### config.mk
export PLATFORM = sky130hd
export DESIGN_NAME = ascii_decimal_integer_parser
export DESIGN_NICKNAME = d
export VERILOG_FILES = /design/src/rtl/core/adip_pkg.sv /design/src/rtl/core/ascii_decimal_integer_parser.sv /design/src/rtl/core/adip_front.sv /design/src/rtl/core/adip_back.sv
export SDC_FILE = /design/constraint.sdc
export NUM_CORES = 1
export LEC_CHECK = 0
export BUFFER_PORTS_ARGS = -buffer_cell sky130_fd_sc_hd__buf_4
export CORE_ASPECT_RATIO = 1.25
export CORE_MARGIN = 2
export CORE_UTILIZATION = 60
export CTS_BUF_LIST = sky130_fd_sc_hd__clkbuf_2 sky130_fd_sc_hd__clkbuf_4 sky130_fd_sc_hd__clkbuf_8
export DETAILED_ROUTE_END_ITERATION = 8
export PLACE_DENSITY = 0.79
export SLEW_MARGIN = 15
export SYNTH_ARGS = -nofsm -noshare
export SYNTH_HDL_FRONTEND = slang
export SYNTH_HIERARCHICAL = 1
export SYNTH_SLANG_ARGS = --single-unit
### constraint.sdc
create_clock -name clk -period 5.6 [get_ports clk]
set_clock_uncertainty 0.15 [all_clocks]
set_input_delay 0 -clock clk [delete_from_list [all_inputs] [get_ports clk]]
set_output_delay 0 -clock clk [all_outputs]
set_load 0.01 [all_outputs]
### src/rtl/core/adip_pkg.sv
// ----------------------------------------------------------------------------
// ASCII decimal integer parser - shared package
// Byte classes, parser phase codes, character codes and the item types that
// pass between the classifying front end and the executing back end.
// ----------------------------------------------------------------------------
package adip_pkg;

	// Character codes
	localparam logic [7:0] CH_NUL   = 8'h00;
	localparam logic [7:0] CH_TAB   = 8'h09;
	localparam logic [7:0] CH_LF    = 8'h0A;
	localparam logic [7:0] CH_CR    = 8'h0D;
	localparam logic [7:0] CH_SPACE = 8'h20;
	localparam logic [7:0] CH_MINUS = 8'h2D;
	localparam logic [7:0] CH_ZERO  = 8'h30;
	localparam logic [7:0] CH_NINE  = 8'h39;

	// Byte classes
	localparam logic [2:0] CL_BLANK = 3'd0;
	localparam logic [2:0] CL_MINUS = 3'd1;
	localparam logic [2:0] CL_DIGIT = 3'd2;
	localparam logic [2:0] CL_END   = 3'd3;
	localparam logic [2:0] CL_OTHER = 3'd4;

	// Parser phases
	localparam logic [1:0] PH_SKIP   = 2'd0;
	localparam logic [1:0] PH_MINUS  = 2'd1;
	localparam logic [1:0] PH_DIGITS = 2'd2;

	// Queue depth (two entries keeps one item a cycle with a registered count)
	localparam logic [1:0] QUEUE_FULL = 2'd2;

	// Classified byte
	typedef struct packed {
		logic [2:0] cls;
		logic [3:0] digit;
	} cmd_t;

	// Front-to-back channel
	typedef struct packed {
		logic valid;
		cmd_t cmd;
	} cmd_chan_t;

	// Result item
	typedef struct packed {
		logic signed [63:0] value;
		logic               overflow;
		logic               no_digits;
		logic               at_end;
	} res_t;

endpackage

### src/rtl/core/ascii_decimal_integer_parser.sv
// Path: an accepted byte that ends a token is written to the front queue; the back
// end takes it when the result queue has room and queues its result there to pop.
// Throughput: one byte per cycle if no queue is full; single acc*10+digit step.
// Both two-entry queues let either side stall without stopping the other.
// Reset (arst_n low, asynchronous): queues empty, parser back to skipping
// blanks with a clear accumulator; payload storage is not cleared.
// ----------------------------------------------------------------------------
// ASCII decimal integer parser - top level
// Byte stream in, one signed 64-bit result per token out, queue handshakes.
// ----------------------------------------------------------------------------
module ascii_decimal_integer_parser (
	input  logic               clk,
	input  logic               arst_n,
	input  logic               push,
	output logic               full,
	input  logic [7:0]         in_byte,
	output logic               empty,
	input  logic               pop,
	output logic signed [63:0] value,
	output logic               overflow,
	output logic               no_digits,
	output logic               at_end
);

	adip_pkg::cmd_chan_t cmd_ch;
	logic                cmd_take;

	// Classifying front end
	adip_front u_front (
		.clk      (clk),
		.arst_n   (arst_n),
		.push     (push),
		.in_byte  (in_byte),
		.full     (full),
		.cmd_ch   (cmd_ch),
		.cmd_take (cmd_take)
	);

	// Executing back end
	adip_back u_back (
		.clk       (clk),
		.arst_n    (arst_n),
		.cmd_ch    (cmd_ch),
		.cmd_take  (cmd_take),
		.empty     (empty),
		.pop       (pop),
		.value     (value),
		.overflow  (overflow),
		.no_digits (no_digits),
		.at_end    (at_end)
	);

	// Checks
	a_take_needs_item: assert property (@(posedge clk) disable iff (!arst_n)
		cmd_take |-> cmd_ch.valid)
		else $error("back end took an item from an empty queue");

	a_no_digits_zero: assert property (@(posedge clk) disable iff (!arst_n)
		(!empty && no_digits) |-> (value == 64'sd0 && !overflow))
		else $error("no-digits item carries a value or overflow");

	a_push_reaches_queue: assert property (@(posedge clk) disable iff (!arst_n)
		(push && !full && !cmd_take) |=> cmd_ch.valid)
		else $error("accepted byte did not reach the front queue");

endmodule

### src/rtl/core/adip_front.sv
// ----------------------------------------------------------------------------
// ASCII decimal integer parser - front end
// Accepts one byte a cycle while its queue is not full, classifies it and
// queues it for the back end in a two-entry queue.
// ----------------------------------------------------------------------------
module adip_front (
	input  logic                clk,
	input  logic                arst_n,
	input  logic                push,
	input  logic [7:0]          in_byte,
	output logic                full,
	output adip_pkg::cmd_chan_t cmd_ch,
	input  logic                cmd_take
);

	adip_pkg::cmd_t cls_cmd;
	adip_pkg::cmd_t mem_q [2];
	logic           wr_ptr_q;
	logic           rd_ptr_q;
	logic [1:0]     count_q;
	logic           do_push;

	// Byte classification
	always_comb begin
		cls_cmd.digit = in_byte[3:0];
		if (in_byte == adip_pkg::CH_NUL) begin
			cls_cmd.cls = adip_pkg::CL_END;
		end else if (in_byte == adip_pkg::CH_SPACE || in_byte == adip_pkg::CH_TAB ||
				in_byte == adip_pkg::CH_LF || in_byte == adip_pkg::CH_CR) begin
			cls_cmd.cls = adip_pkg::CL_BLANK;
		end else if (in_byte == adip_pkg::CH_MINUS) begin
			cls_cmd.cls = adip_pkg::CL_MINUS;
		end else if (in_byte >= adip_pkg::CH_ZERO && in_byte <= adip_pkg::CH_NINE) begin
			cls_cmd.cls = adip_pkg::CL_DIGIT;
		end else begin
			cls_cmd.cls = adip_pkg::CL_OTHER;
		end
	end

	assign full    = (count_q == adip_pkg::QUEUE_FULL);
	assign do_push = push & ~full;

	// Queue storage
	always_ff @(posedge clk) begin
		if (do_push) begin
			mem_q[wr_ptr_q] <= cls_cmd;
		end
	end

	// Queue pointers and fill count
	always_ff @(posedge clk or negedge arst_n) begin
		if (!arst_n) begin
			wr_ptr_q <= 1'b0;
			rd_ptr_q <= 1'b0;
			count_q  <= 2'd0;
		end else begin
			if (do_push) begin
				wr_ptr_q <= ~wr_ptr_q;
			end
			if (cmd_take) begin
				rd_ptr_q <= ~rd_ptr_q;
			end
			case ({do_push, cmd_take})
				2'b10:   count_q <= count_q + 2'd1;
				2'b01:   count_q <= count_q - 2'd1;
				default: count_q <= count_q;
			endcase
		end
	end

	assign cmd_ch.valid = (count_q != 2'd0);
	assign cmd_ch.cmd   = mem_q[rd_ptr_q];

endmodule

### src/rtl/core/adip_back.sv
// ----------------------------------------------------------------------------
// ASCII decimal integer parser - back end
// Runs the token state machine on classified bytes, accumulates digits as
// acc*10+digit and queues finished results in a two-entry result queue.
// ----------------------------------------------------------------------------
module adip_back (
	input  logic                clk,
	input  logic                arst_n,
	input  adip_pkg::cmd_chan_t cmd_ch,
	output logic                cmd_take,
	output logic                empty,
	input  logic                pop,
	output logic signed [63:0]  value,
	output logic                overflow,
	output logic                no_digits,
	output logic                at_end
);

	logic [1:0]     phase_q;
	logic           neg_q;
	logic [63:0]    acc_q;
	logic           ovf_q;

	adip_pkg::res_t mem_q [2];
	logic           wr_ptr_q;
	logic           rd_ptr_q;
	logic [1:0]     count_q;

	logic           is_digit;
	logic           is_end;
	logic [67:0]    mul_sum;
	logic [3:0]     digit;
	logic [1:0]     phase_d;
	logic           neg_d;
	logic [63:0]    acc_d;
	logic           ovf_d;
	logic           emit;
	logic           emit_digits;
	logic           do_pop;
	adip_pkg::res_t res;

	// Take a queued byte whenever the result queue has room
	assign cmd_take = cmd_ch.valid & (count_q != adip_pkg::QUEUE_FULL);
	assign do_pop   = pop & ~empty;
	assign empty    = (count_q == 2'd0);

	assign digit    = cmd_ch.cmd.digit;
	assign is_digit = (cmd_ch.cmd.cls == adip_pkg::CL_DIGIT);
	assign is_end   = (cmd_ch.cmd.cls == adip_pkg::CL_END);

	// acc*10 + digit, carried to 68 bits to catch wrap
	assign mul_sum = {1'b0, acc_q, 3'b000} + {3'b000, acc_q, 1'b0} + {64'd0, digit};

	// Token state machine
	always_comb begin
		phase_d     = phase_q;
		neg_d       = neg_q;
		acc_d       = acc_q;
		ovf_d       = ovf_q;
		emit        = 1'b0;
		emit_digits = 1'b0;
		case (phase_q)
			adip_pkg::PH_DIGITS: begin
				if (is_digit) begin
					acc_d = mul_sum[63:0];
					ovf_d = ovf_q | (mul_sum[67:64] != 4'd0);
				end else begin
					emit        = 1'b1;
					emit_digits = 1'b1;
				end
			end
			adip_pkg::PH_MINUS: begin
				if (is_digit) begin
					acc_d   = {60'd0, digit};
					phase_d = adip_pkg::PH_DIGITS;
				end else begin
					emit = 1'b1;
				end
			end
			default: begin
				phase_d = adip_pkg::PH_SKIP;
				case (cmd_ch.cmd.cls)
					adip_pkg::CL_BLANK: begin
						phase_d = adip_pkg::PH_SKIP;
					end
					adip_pkg::CL_MINUS: begin
						neg_d   = 1'b1;
						phase_d = adip_pkg::PH_MINUS;
					end
					adip_pkg::CL_DIGIT: begin
						acc_d   = {60'd0, digit};
						phase_d = adip_pkg::PH_DIGITS;
					end
					default: begin
						emit = 1'b1;
					end
				endcase
			end
		endcase
	end

	// Result build: sign, range check against the signed limits
	always_comb begin
		res.at_end    = is_end;
		res.no_digits = ~emit_digits;
		if (emit_digits) begin
			res.value    = neg_q ? (64'd0 - acc_q) : acc_q;
			res.overflow = ovf_q | (neg_q ? (acc_q[63] & (acc_q[62:0] != 63'd0)) : acc_q[63]);
		end else begin
			res.value    = 64'd0;
			res.overflow = 1'b0;
		end
	end

	// Parser state
	always_ff @(posedge clk or negedge arst_n) begin
		if (!arst_n) begin
			phase_q <= adip_pkg::PH_SKIP;
			neg_q   <= 1'b0;
			acc_q   <= 64'd0;
			ovf_q   <= 1'b0;
		end else if (cmd_take) begin
			if (emit) begin
				phase_q <= adip_pkg::PH_SKIP;
				neg_q   <= 1'b0;
				acc_q   <= 64'd0;
				ovf_q   <= 1'b0;
			end else begin
				phase_q <= phase_d;
				neg_q   <= neg_d;
				acc_q   <= acc_d;
				ovf_q   <= ovf_d;
			end
		end
	end

	// Result queue storage
	always_ff @(posedge clk) begin
		if (cmd_take && emit) begin
			mem_q[wr_ptr_q] <= res;
		end
	end

	// Result queue pointers and fill count
	always_ff @(posedge clk or negedge arst_n) begin
		if (!arst_n) begin
			wr_ptr_q <= 1'b0;
			rd_ptr_q <= 1'b0;
			count_q  <= 2'd0;
		end else begin
			if (cmd_take && emit) begin
				wr_ptr_q <= ~wr_ptr_q;
			end
			if (do_pop) begin
				rd_ptr_q <= ~rd_ptr_q;
			end
			case ({cmd_take & emit, do_pop})
				2'b10:   count_q <= count_q + 2'd1;
				2'b01:   count_q <= count_q - 2'd1;
				default: count_q <= count_q;
			endcase
		end
	end

	assign value     = mem_q[rd_ptr_q].value;
	assign overflow  = mem_q[rd_ptr_q].overflow;
	assign no_digits = mem_q[rd_ptr_q].no_digits;
	assign at_end    = mem_q[rd_ptr_q].at_end;

endmodule
==> impl_metrics.tcl, run 1 <==
set metrics [dict create \
    yosysUniqueCellTypes 74 \
    layoutNonFillerInstCount 1814 \
    rsz0062_at_grt "no" \
    rows 63 \
    cts_tree "done" \
    hp-class "in2async" \
    worstMarginPinSlew_ps 1070 \
    cts_resized 0 \
    syn_inst 1386 \
    start_util_pct 61.4 \
    r2r-start "u_front/rd_ptr_q$_DFFE_PN0P_" \
    hpwl_mm 24.6 \
    relSlewSlack_pct 28.6 \
    gp_congestion 0.910 \
    power_frac_comb_pct 39.8 \
    syn-cell-area_um2 14700 \
    critPathLaunchType "register" \
    period_needed_ps 4700 \
    drt_iter0_markers 905 \
    fin_crit_sh_pct 83.9 \
    p_int_w 0.00423 \
    max-vdd-ir-drop_uv 761 \
    htree_levels 2 \
    clock-sinks 224 \
    seqPwrFrac_pct 39.0 \
    crit_arrival_ps 4970 \
    die_area_um2 25700 \
    grt_pass1_wl_mm 55.4 \
    r2r_cells 15 \
    yosys_register_bits 224 \
    swShare_pct 35.4 \
    maxCapViolations 0 \
    powerDensity_nw_per_um2 400 \
    hold_violations 0 \
    routedWlPerCell_um 18.9 \
    port_buffers 80 \
    ys_seq_area_share_pct 43.3 \
    slew_violations 0 \
    clkTransAtPathRegs_ps 70 \
    worstPathRequired_ps 5870 \
    grt_overflow 0 \
    syn2layout_area_growth_pct 11.7 \
    vias_per_cell 6.25 \
    pwr-share-clk_pct 21.2 \
    totalWireLength_mm 34.3 \
    max_freq_mhz 213 \
    layout_commonest_cell "edfxtp_1" \
    cp.depth 15 \
    end_kind "register" \
    fillCellCount 1847 \
    grt_pass1_vias 11272 \
    synth-edff-count 148 \
    synth-main-ff-cell "edfxtp_1" \
    cts_hold_buf 13 \
    cp_cell_sequence "mux2_2 > inv_1 > fa_1 > inv_1 > fa_1 > a21o_1 > a221oi_1 > or3_1 > o211ai_1 > a41oi_2 > o21ai_1 > a31oi_1 > o21bai_1 > xor2_1 > a22o_1" \
    drt_pass1_iterations 5 \
    outcome "finished, final reports clean" \
    antenna_found_initial 0 \
    ios 81 \
    die_h_um 179 \
    ant_nets 0 \
    path_buf_inv 2 \
    cpLargestDelayFamily "compound AO/OA/AOI/OAI gates" \
    post_cts_buffers 0 \
    antenna_cells 0 \
    worst-setup-path-type "reg2reg" \
    grt_max_degree 77 \
    drive_gt1_share_pct 17.4 \
    finalSetupViolCount 0 \
    final_nets 1609 \
    dp_cells 1738 \
    clk_latency_ps 530 \
    coreArea_um2 23900 \
    ctsLongestPathBuffers 3 \
    syn_area_per_cell_um2 10.6 \
    leakagePower_nw 7.36 \
    path_max_fanout 8 \
    power_switching_w 0.00232 \
    synth_warnings 6 \
    cts-root-buf "clkbuf_8" \
    crit_start "u_front/rd_ptr_q$_DFFE_PN0P_" \
    drcViolationCount 0 \
    final_cell_mix "edfxtp_1 (148), ha_1 (132), nor2_1 (117)" \
    fin_tns_setup_ps 0 \
    grtUsageTotal_pct 27.1 \
    die_w_um 144 \
    crit_path_top_delay_cell "fa_1" \
    synthArstFlopShare_pct 33.9 \
    syn_nets 1532 \
    vias 11344 \
    cts_made_buffers 35 \
    crit_path_max_incr_delay_ps 520 \
]
worst register-to-register path: stages (launching register included):
cell	delay [ps]
dfrtp_1	490
mux2_2	290
inv_1	50
fa_1	520
inv_1	70
fa_1	460
a21o_1	220
a221oi_1	510
or3_1	190
o211ai_1	170
a41oi_2	350
o21ai_1	280
a31oi_1	370
o21bai_1	130
xor2_1	150
a22o_1	190
worst paths after layout:
check | end | slack [ps]
worst max-delay path | u_back/acc_q[52]$_DFFE_PN0P_ | 900
worst min-delay path | u_back/acc_q[57]$_DFFE_PN0P_ | 6
worst max register to register | u_back/acc_q[52]$_DFFE_PN0P_ | 900
worst min register to register | u_back/rd_ptr_q$_DFFE_PN0P_ | 310
max in group asynchronous | u_back/neg_q$_DFFE_PN0P_ | 4570
min in group clk | u_front/mem_q[1][1]$_DFFE_PP_ | 110
state kept, by name (all words and copies together), names as in the netlist, 2 cells and up:
name / flops
u_back/mem_q: 134
u_back/acc_q: 64
u_front/mem_q: 14
u_back/count_q: 2
u_back/phase_q: 2
u_front/count_q: 2
layout make-up:
class	count	area (um^2)	share of cell area, %
Clock inverter	12	86.3	0.527
Clock buffer	51	621	3.79
Timing Repair Buffer	101	803	4.91
Inverter	33	124	0.756
Tap cell	325	407	2.48
Multi-Input combinational cell	1068	7990	48.8
Sequential cell	224	6350	38.8
per-stage QoR:
stage	cell area [um^2]	setup slack, ps	utilization (%)	power [W]	hold slack (ps)
after global placement	15500	1010	65.1	0.00513	82.2
after detailed placement	15500	967	65.1	0.00521	80.0
after CTS	16400	939	68.6	0.00663	59.5
final	16400	900	68.6	0.00655	6.10
after global routing	16400	685	68.6	0.00693	109
after floorplan	14700	804	-	0.00419	-446
per-layer routing:
metal	part of all wire [%]	routed length [um]	track usage, %
met1	43	14700	34.1
met2	50	17100	46.9
met3	4.2	1430	3.69
met4	3.2	1110	10.9
met5	0	0	0
logic make-up after synthesis:
kind of cell / count (synthesis) / synth area share, %
compound gates: 364 / 16.9
simple gates: 363 / 12.2
flops: 224 / 43.3
fa+ha+maj: 134 / 11.5
xor+xnor: 129 / 7.71
buf+inv: 94 / 2.42
mux: 78 / 5.96
power groups by stage:
stage / clock [W] / combinational, W / sequential, W
2_1_floorplan: 0 / 0.00163 / 0.00256
3_3_place_gp: 0 / 0.00257 / 0.00255
3_5_place_dp: 0 / 0.00262 / 0.00259
4_1_cts: 0.00142 / 0.00264 / 0.00256
5_1_grt: 0.00148 / 0.00284 / 0.00261
6_report: 0.00139 / 0.00261 / 0.00256
synth_stat cells (5+ instances only):
| library cell | count | share of area [%] |
|---|---|---|
| buf_1 | 5 | 0.13 |
| a31oi_1 | 14 | 0.60 |
| a211oi_1 | 5 | 0.26 |
| or2_2 | 5 | 0.21 |
| o21ai_0 | 67 | 2.3 |
| o21bai_1 | 18 | 0.92 |
| nor2b_1 | 7 | 0.30 |
| dfrtp_1 | 76 | 13 |
| nand2_1 | 95 | 2.4 |
| or3_1 | 12 | 0.51 |
| o211ai_1 | 6 | 0.31 |
| o21a_1 | 7 | 0.36 |
| a31o_2 | 6 | 0.36 |
| o41ai_1 | 5 | 0.30 |
| o31ai_1 | 25 | 1.3 |
| and2_1 | 7 | 0.30 |
| a221oi_1 | 5 | 0.30 |
| mux2_2 | 74 | 5.7 |
| nor4_1 | 7 | 0.30 |
| nor2_1 | 118 | 3.0 |
| and3_1 | 12 | 0.51 |
| a21oi_1 | 86 | 2.9 |
| inv_1 | 33 | 0.84 |
| nor3_1 | 15 | 0.51 |
| a22o_1 | 58 | 3.5 |
| or4_1 | 14 | 0.72 |
| ha_1 | 132 | 11 |
| edfxtp_1 | 148 | 30 |
| nand3_1 | 21 | 0.72 |
| nand4_1 | 22 | 0.94 |
| clkbuf_1 | 55 | 1.4 |
| xor2_1 | 88 | 5.3 |
| xnor2_1 | 41 | 2.4 |
| a21o_1 | 31 | 1.6 |
(Power assumes the default switching activity.)
==> run 2: changes to the inputs <==
--- a/config.mk
+++ b/config.mk
@@ -5,13 +5,14 @@
 export SDC_FILE = /design/constraint.sdc
 export NUM_CORES = 1
 export LEC_CHECK = 0
+export ABC_AREA = 1
 export BUFFER_PORTS_ARGS = -buffer_cell sky130_fd_sc_hd__buf_4
 export CORE_ASPECT_RATIO = 1.25
 export CORE_MARGIN = 2
 export CORE_UTILIZATION = 60
 export CTS_BUF_LIST = sky130_fd_sc_hd__clkbuf_2 sky130_fd_sc_hd__clkbuf_4 sky130_fd_sc_hd__clkbuf_8
 export DETAILED_ROUTE_END_ITERATION = 8
-export PLACE_DENSITY = 0.79
+export PLACE_DENSITY = 0.78
 export SLEW_MARGIN = 15
 export SYNTH_ARGS = -nofsm -noshare
 export SYNTH_HDL_FRONTEND = slang
==> constraint.sdc (replaced) <==
create_clock -name clk -period 4.7 [get_ports clk]
set_clock_uncertainty 0.15 [all_clocks]
set_input_delay 0 -clock clk [delete_from_list [all_inputs] [get_ports clk]]
set_output_delay 0 -clock clk [all_outputs]
set_load 0.01 [all_outputs]
==> impl_metrics.tcl, run 2 <==
set metrics [dict create \
    outcome "finished, final reports clean" \
    syn_inst 2301 \
    yosysTopAreaCell "edfxtp_1" \
    syn-cell-area_um2 16500 \
    clock-sinks 224 \
    synth-main-ff-cell "edfxtp_1" \
    drcViolationCount 0 \
    crit_path_top_delay_cell "dfrtp_1" \
    crit_path_max_incr_delay_ps 560 \
    reg_top3 "u_back/mem_q: 134 flops, u_back/acc_q: 64 flops, u_front/mem_q: 14 flops" \
    drive_gt1_share_pct 8.68 \
    clkTransAtPathRegs_ps 70 \
    layoutNonFillerInstCount 2789 \
    die_h_um 189 \
    clk_latency_ps 580 \
    crit_arrival_ps 3950 \
    maxCapViolations 0 \
    final_nets 2556 \
    cp_cell_sequence "mux2_1 > inv_1 > fa_1 > inv_1 > fa_1 > nand2_1 > nand2_1 > nand3_1 > nand2_1 > nand2_1 > nand2_1 > inv_1 > o21bai_1 > nand3_1 > nand3_1 > a21oi_1 > o21ai_0 > nand2_1" \
    final_cell_mix "nand2_1 (762), inv_1 (299), nor2_1 (267)" \
    syn2layout_area_growth_pct 12.7 \
    ios 81 \
    die_w_um 152 \
    hpwl_mm 38.6 \
    grt_max_degree 77 \
    largest_reg_flops 134 \
    synthArstFlopShare_pct 33.9 \
    hp-class "in2reg" \
    cts_made_buffers 41 \
    fin_ws_ps 1070 \
    drt_pass1_iterations 6 \
    grt_pass1_wl_mm 80.5 \
    fin_hold_ws_ps 41.0 \
    yosysUniqueCellTypes 52 \
    power_w 0.00903 \
    cts_tree "done" \
    max-vdd-ir-drop_uv 546 \
    worstPathRequired_ps 5020 \
    layout_commonest_cell "nand2_1" \
    end_kind "register" \
    ctsLongestPathBuffers 3 \
    fin_crit_sh_pct 77.3 \
    synth_top_area_share_pct 27.0 \
    port_buffers 80 \
    relSlewSlack_pct 40.1 \
    finalSetupViolCount 0 \
    hold_violations 0 \
    leakagePower_nw 9.48 \
    rsz0062_at_grt "no" \
    powerDensity_nw_per_um2 487 \
    cpLargestDelayFamily "simple AND/OR/NAND/NOR gates" \
    die_area_um2 28800 \
    pre_cts_ws_ps 1140 \
    syn_area_per_cell_um2 7.16 \
    vias 16015 \
    rows 67 \
    ant_nets 0 \
    dp_cells 2697 \
    cts-root-buf "clkbuf_8" \
    yosys_register_bits 224 \
    max_freq_mhz 275 \
    gp_congestion 0.998 \
    grt_overflow 0 \
    largest-register "u_back/mem_q" \
    slew_violations 0 \
    period_needed_ps 3630 \
    worst_path_most_repeated_cell "nand2_1" \
    synth_warnings 6 \
    vias_per_cell 5.74 \
    synthTopCellsByArea "edfxtp_1 (27%), nand2_1 (17%), dfrtp_1 (12%)" \
    coreArea_um2 26900 \
    grt_pass1_vias 15261 \
    htree_levels 2 \
    ys_seq_area_share_pct 38.5 \
    final_area_um2 18600 \
    start_util_pct 61.2 \
    totalWireLength_mm 51.1 \
    drt_iter0_markers 1693 \
    worstMarginPinSlew_ps 898 \
    antenna_found_initial 0 \
    yosysMostFrequentCell "nand2_1" \
    syn_nets 2447 \
    worst-setup-path-type "reg2reg" \
    routedWlPerCell_um 18.3 \
    critPathLaunchType "register" \
    synthTopCellsByCount "nand2_1 (762), inv_1 (299), nor2_1 (269), a21oi_1 (148), edfxtp_1 (148)" \
    path_buf_inv 3 \
    path_max_fanout 8 \
    grtUsageTotal_pct 35.4 \
    dpl_cell_area_um2 17500 \
    synth-edff-count 148 \
]
[run 2: cell count changes in the layout (fill, tap and decap cells not counted), sizes merged, moves of 32 or more]
| cell | before | now |
|---|---|---|
| xnor2 | 41 | 4 |
| nand3 | 22 | 86 |
| xor2 | 88 | 9 |
| inv | 34 | 309 |
| nand2 | 95 | 767 |
| nor3 | 17 | 49 |
| mux2 | 74 | 7 |
| a22o | 58 | 0 |
| a21oi | 87 | 148 |
| nor2 | 119 | 282 |
| o21ai | 70 | 133 |
[run 2: final timing paths]
kind / from / to / slack, ps / depth (start not counted)
max in group asynchronous: arst_n / u_back/rd_ptr_q$_DFFE_PN0P_ / 3320 / 3
hold / removal: in_byte[0] / u_front/mem_q[0][0]$_DFFE_PP_ / 40 / 2
min in group asynchronous: arst_n / u_back/acc_q[9]$_DFFE_PN0P_ / 500 / 3
setup / recovery: u_front/rd_ptr_q$_DFFE_PN0P_ / u_back/acc_q[56]$_DFFE_PN0P_ / 1070 / 18
hold reg to reg: u_back/ovf_q$_DFFE_PN0P_ / u_back/ovf_q$_DFFE_PN0P_ / 370 / 2
setup reg to reg: u_front/rd_ptr_q$_DFFE_PN0P_ / u_back/acc_q[56]$_DFFE_PN0P_ / 1070 / 18
[run 2: cell families after synthesis]
group                    share of synthesized area [%]
AO/OA/AOI/OAI                                     11.4
XOR/XNOR                                         0.691
adder cells (fa/ha/maj)                           10.3
buffers and inverters                             8.04
flip-flops                                        38.5
multiplexers                                     0.479
AND/OR/NAND/NOR                                   30.6
[run 2: metrics by stage]
| step | TNS, ps | utilization [%] |
|---|---|---|
| finish | 0 | 69.0 |
| global route | 0 | 68.9 |
| CTS | 0 | 68.9 |
| detailed placement | 0 | 64.9 |
| global placement | 0 | 64.9 |
| floorplan | -4510 | - |
[run 2: final cells by class]
type | instances | area [um^2]
multi-input cells | 1726 | 8820
fillers | 2349 | 8350
flip-flops and latches | 224 | 6350
inverters | 309 | 1160
repair buffers | 108 | 852
clock buffers | 52 | 672
well taps | 345 | 432
clock inverters | 24 | 270
diodes | 1 | 2.50
[run 2: routing by layer]
layer / vias to the layer above / global-route usage (%) / part of all wire [%]
met3: 130 / 3.98 / 8.7
met5: - / 0 / 0
met1: 7354 / 49.2 / 42
met4: 0 / 13.7 / 3.9
met2: 777 / 57.3 / 45
li1: 7754 / - / -
[run 2: repair_timing]
item	4_1_cts	5_1_grt
endpoints found under the hold margin	110	35
buffers inserted	0	0
gates resized for setup	0	0
hold buffers	14	1
[run 2: where the power goes]
group	switching (W)	leakage, nW	internal (W)
registers	0.000220	2.46	0.00290
clock network	0.000911	0.480	0.00124
logic	0.00255	6.54	0.00122
total	0.00368	9.48	0.00535
